===== src/hdl/vertex_normal_accumulator_top_defines.svh =====
// Assertion macros for the vertex normal accumulator
`ifndef VERTEX_NORMAL_ACCUMULATOR_TOP_DEFINES_SVH
`define VERTEX_NORMAL_ACCUMULATOR_TOP_DEFINES_SVH

// Implication checked on every rising clock edge outside reset
`define VNA_ASSERT_IMPLY(label, clk, rst_n, lhs, rhs, msg) \
    label: assert property (@(posedge clk) disable iff (!rst_n) (lhs) |-> (rhs)) \
        else $error(msg);

// Next-cycle implication checked outside reset
`define VNA_ASSERT_NEXT(label, clk, rst_n, lhs, rhs, msg) \
    label: assert property (@(posedge clk) disable iff (!rst_n) (lhs) |=> (rhs)) \
        else $error(msg);

`endif


===== src/hdl/vna_pkg.sv =====
// ----------------------------------------------------------------------------
// vna_pkg
// Shared types, constants and command codes of the vertex normal accumulator.
// ----------------------------------------------------------------------------
`default_nettype none
package vna_pkg;

    localparam int SlotW = 8;
    localparam int Depth = 256;
    localparam int SumW  = 48;
    localparam int PosW  = 16;
    localparam int ThrW  = 40;
    localparam logic [ThrW-1:0] THRESH_RESET = 40'd549755814;

    typedef enum logic [1:0] {
        CMD_CLEAR = 2'd0,
        CMD_STORE = 2'd1,
        CMD_FACE  = 2'd2,
        CMD_READ  = 2'd3
    } cmd_t;

    typedef struct packed {
        cmd_t              command;
        logic [SlotW-1:0]  slot;
        logic signed [PosW-1:0] pos_x;
        logic signed [PosW-1:0] pos_y;
        logic signed [PosW-1:0] pos_z;
        logic [SlotW-1:0]  corner_a;
        logic [SlotW-1:0]  corner_b;
        logic [SlotW-1:0]  corner_c;
    } item_t;

    typedef struct packed {
        logic              status;
        logic [SlotW-1:0]  face_a;
        logic [SlotW-1:0]  face_b;
        logic [SlotW-1:0]  face_c;
        logic              was_swapped;
        logic signed [15:0] normal_x;
        logic signed [15:0] normal_y;
        logic signed [15:0] normal_z;
    } result_t;

endpackage
`default_nettype wire


===== src/hdl/vna_queue.sv =====
// ----------------------------------------------------------------------------
// vna_queue
// Two-entry item queue between the front part and the execution engine.
// ----------------------------------------------------------------------------
`default_nettype none
module vna_queue
    import vna_pkg::*;
(
    input  wire logic  clk,
    input  wire logic  rst_n,
    input  wire logic  in_valid,
    output logic       in_ready,
    input  wire item_t in_item,
    output logic       out_valid,
    input  wire logic  out_ready,
    output item_t      out_item
);
    item_t      mem_reg [2];
    logic       wr_ptr_reg, rd_ptr_reg;
    logic [1:0] cnt_reg;
    logic       push, pop;

    assign in_ready  = (cnt_reg != 2'd2);
    assign out_valid = (cnt_reg != 2'd0);
    assign out_item  = mem_reg[rd_ptr_reg];
    assign push = in_valid && in_ready;
    assign pop  = out_valid && out_ready;

    always_ff @(posedge clk)
    begin
        if (push)
        begin
            mem_reg[wr_ptr_reg] <= in_item;
        end
    end

    always_ff @(posedge clk or negedge rst_n)
    begin
        if (!rst_n)
        begin
            wr_ptr_reg <= 1'b0;
            rd_ptr_reg <= 1'b0;
            cnt_reg    <= 2'd0;
        end
        else
        begin
            if (push) wr_ptr_reg <= ~wr_ptr_reg;
            if (pop)  rd_ptr_reg <= ~rd_ptr_reg;
            cnt_reg <= cnt_reg + {1'b0, push} - {1'b0, pop};
        end
    end
endmodule
`default_nettype wire


===== config.mk =====
export PLATFORM = sky130hd
export DESIGN_NAME = vna_queue
export DESIGN_NICKNAME = d
export VERILOG_FILES = /design/src/hdl/vertex_normal_accumulator_top_defines.svh /design/src/hdl/vna_pkg.sv /design/src/hdl/vna_queue.sv
export SDC_FILE = /design/constraint.sdc
export NUM_CORES = 1
export LEC_CHECK = 0
export ABC_AREA = 1
export BUFFER_PORTS_ARGS = -buffer_cell sky130_fd_sc_hd__buf_2
export CORE_MARGIN = 2
export CORE_UTILIZATION = 47
export CTS_CLUSTER_DIAMETER = 40
export DETAILED_ROUTE_END_ITERATION = 12
export PLACE_DENSITY = 0.76
export SYNTH_ARGS = -nofsm -noshare
export SYNTH_HDL_FRONTEND = slang
export SYNTH_SLANG_ARGS = --single-unit

===== constraint.sdc =====
create_clock -name clk -period 4.5 [get_ports clk]
set_input_delay 0.675 -clock clk [delete_from_list [all_inputs] [get_ports clk]]
set_output_delay 0.675 -clock clk [all_outputs]
set_load 0.05 [all_outputs]

==> flow_summary.ini <==
[placed_design]
gp_congestion = 0.732
portBuffers = 169
placedInstanceArea_um2 = 7200
dp_hpwl_um = 7460

[grt]
gr-total-overflow = 0
grt_pass1_wl_um = 18300
grt_pass1_vias = 3886
number_of_antenna_violations_at_the_first_check_in_global_routing = 0
largest_net_degree_at_the_start_of_global_routing = 84
grt_util_all_layers = 0.168

[layout]
layout-drive-gt1-share = 0.319
mostFrequentLayoutCells = 259 x sky130_fd_sc_hd__nand2_1, 169 x sky130_fd_sc_hd__buf_2, 164 x sky130_fd_sc_hd__edfxtp_1
post-route-cell-area_um2 = 7800
area_growth_pct = 24.7
mostFrequentLayoutCell = sky130_fd_sc_hd__nand2_1
max_ffs_per_register = 164
fin_nets = 724
antenna_cells_inserted = 0

[cts]
hold_buffers = 0
post_cts.resized_instances = 0
clkTransAtPathRegs_ns = 0.06
post_cts.repair.setup_buffers = 0
tritoncts_num_sinks = 168
cts.htree.levels = 4
cts_buffer_depth = 2
clock_latency_ns = 0.42
root_buffer = sky130_fd_sc_hd__clkbuf_16
tritoncts_clock_tree = done
tritoncts.num_buffers = 17

[floorplanning]
floorplan.die_area_um2 = 14300
placement_rows = 42
io_pins = 170
chipWidth_um = 119
coreArea_um2 = 13100
initial_utilization = 0.476
die-height_um = 119

[detailed_routing]
routedWlPerCell_um = 14.2
drtIter0Drc = 260
firstDrtPassIters = 6
routed_wirelength_um = 11700
avgViaCountPerCell = 4.72
number_of_nets_still_failing_antenna_checks_after_routing = 0
number_of_vias_after_detailed_routing = 3891
route.detailed.drc = 0

[worst_setup_path]
crit_end_category = primary output
ff2ff_setup_slack_ns = 2.15
cp.arrival_ns = 2.33
setup.worst_path.start_class = flop
critical_path.max_fanout = 57
timing.critical_path.slowest_cell_delay_ns = 0.71
critical_path_class = flop to primary output
critPathRequiredTime_ns = 3.83
timing.critical_path.mode_cell = sky130_fd_sc_hd__nand2_1
timing.critical_path.cells = inv_2, buf_4, nand2_1, nand2_1, buf_2
ff2ff_path_depth = 5
cpMaxStageDelayCell = sky130_fd_sc_hd__inv_2
r2r_end = mem_reg[0][16]
critical_path.reg2reg.startpoint = cnt_reg[0]

[synthesis]
synth_cell_types = 11
yosys.area.top_type_share = 0.787
syn_area_um2 = 6260
synth.net_count = 548
netlist_instances = 460
synth-seq-area-share = 0.803
syn_avg_cell_area_um2 = 13.6
synth_area_leader_cell = sky130_fd_sc_hd__edfxtp_1
ys_warn_count = 0
ys_top_cells_by_area = sky130_fd_sc_hd__edfxtp_1 79%, sky130_fd_sc_hd__nand2_1 16%, sky130_fd_sc_hd__buf_6 2.5%
synth.ff_latch_count = 168

[sta]
fraction_of_the_cycle_the_final_worst_path_needs = 0.668
totalNegativeSetupSlack_ns = 0
worst-slew-pin-transition_ns = 1.01
slew_violations = 0
setup_viol_count_final = 0
clock.fmax_ghz = 0.333
clock-skew-final_ns = 0.00633
grt_setup_unrepaired = false
maxSlewHeadroom = 0.326
finalHoldViolations = 0
finalWorstPathRequiredPeriod_ns = 3.01

[status]
status = completed

[run]
maxCapViolCount = 0

[min_path]
hold_path.class = primary input to async pin
stage by stage:
| step | worst slack (ns) | std cells | util | hold slack (ns) |
|---|---|---|---|---|
| 2_1_floorplan | 0.971 | 460 | - | 0.379 |
| 4_1_cts | 1.43 | 824 | 0.594 | 0.0345 |
| 5_1_grt | 1.30 | 824 | 0.594 | 0.0498 |
| 3_3_place_gp | 1.90 | 793 | 0.548 | 0.459 |
| 6_report | 1.49 | 824 | 0.594 | 0.0508 |
| 3_5_place_dp | 1.85 | 793 | 0.548 | 0.461 |
critical path, delay by kind of cell, from the launching register on:
kind	cells	cell delay [ns]
buf+inv	3	1.32
simple gates	2	0.14
flops	1	0.41
cells in the mapped netlist, drive strengths merged:
cell and instances:
buf 18, nand3 3, inv 9, nor2 1, ha 2, edfxtp 164
dfrtp 4, nand2 259
kinds of logic after synthesis:
family        synth area share
flops                    0.803
fa+ha+maj              0.00400
simple gates             0.158
buf+inv                 0.0346
worst max-delay path by stage:
stage                     cells after the start  slack [ns]        endpoint        from
after global routing                          5        1.30    out_item[34]  rd_ptr_reg
after floorplan                               3        0.97   mem_reg[1][0]  cnt_reg[1]
after CTS                                     5        1.43    out_item[32]  rd_ptr_reg
final                                         5        1.49    out_item[32]  rd_ptr_reg
after detailed placement                      4        1.85  mem_reg[0][17]    in_valid
after global placement                        4        1.90  mem_reg[0][13]    in_valid
metal layers:
| metal | up-vias | GRT usage | wire length (um) |
|---|---|---|---|
| li1 | 1896 | - | - |
| met1 | 1837 | 0.194 | 4720 |
| met2 | 134 | 0.288 | 5840 |
| met3 | 24 | 0.0527 | 887 |
| met4 | 0 | 0.0757 | 228 |
| met5 | - | 0 | 0 |
final cells by class:
| type | instances | area, um^2 |
|---|---|---|
| Multi-Input combinational cell | 265 | 1020 |
| Timing Repair Buffer | 175 | 891 |
| Clock buffer | 18 | 429 |
| Tap cell | 176 | 220 |
| Inverter | 9 | 35.0 |
| Fill cell | 1054 | 5340 |
| Clock inverter | 13 | 178 |
| Sequential cell | 168 | 5030 |
Power is not shown: default switching activity piles up to over one toggle a cycle in this logic, so the estimate is an artifact.
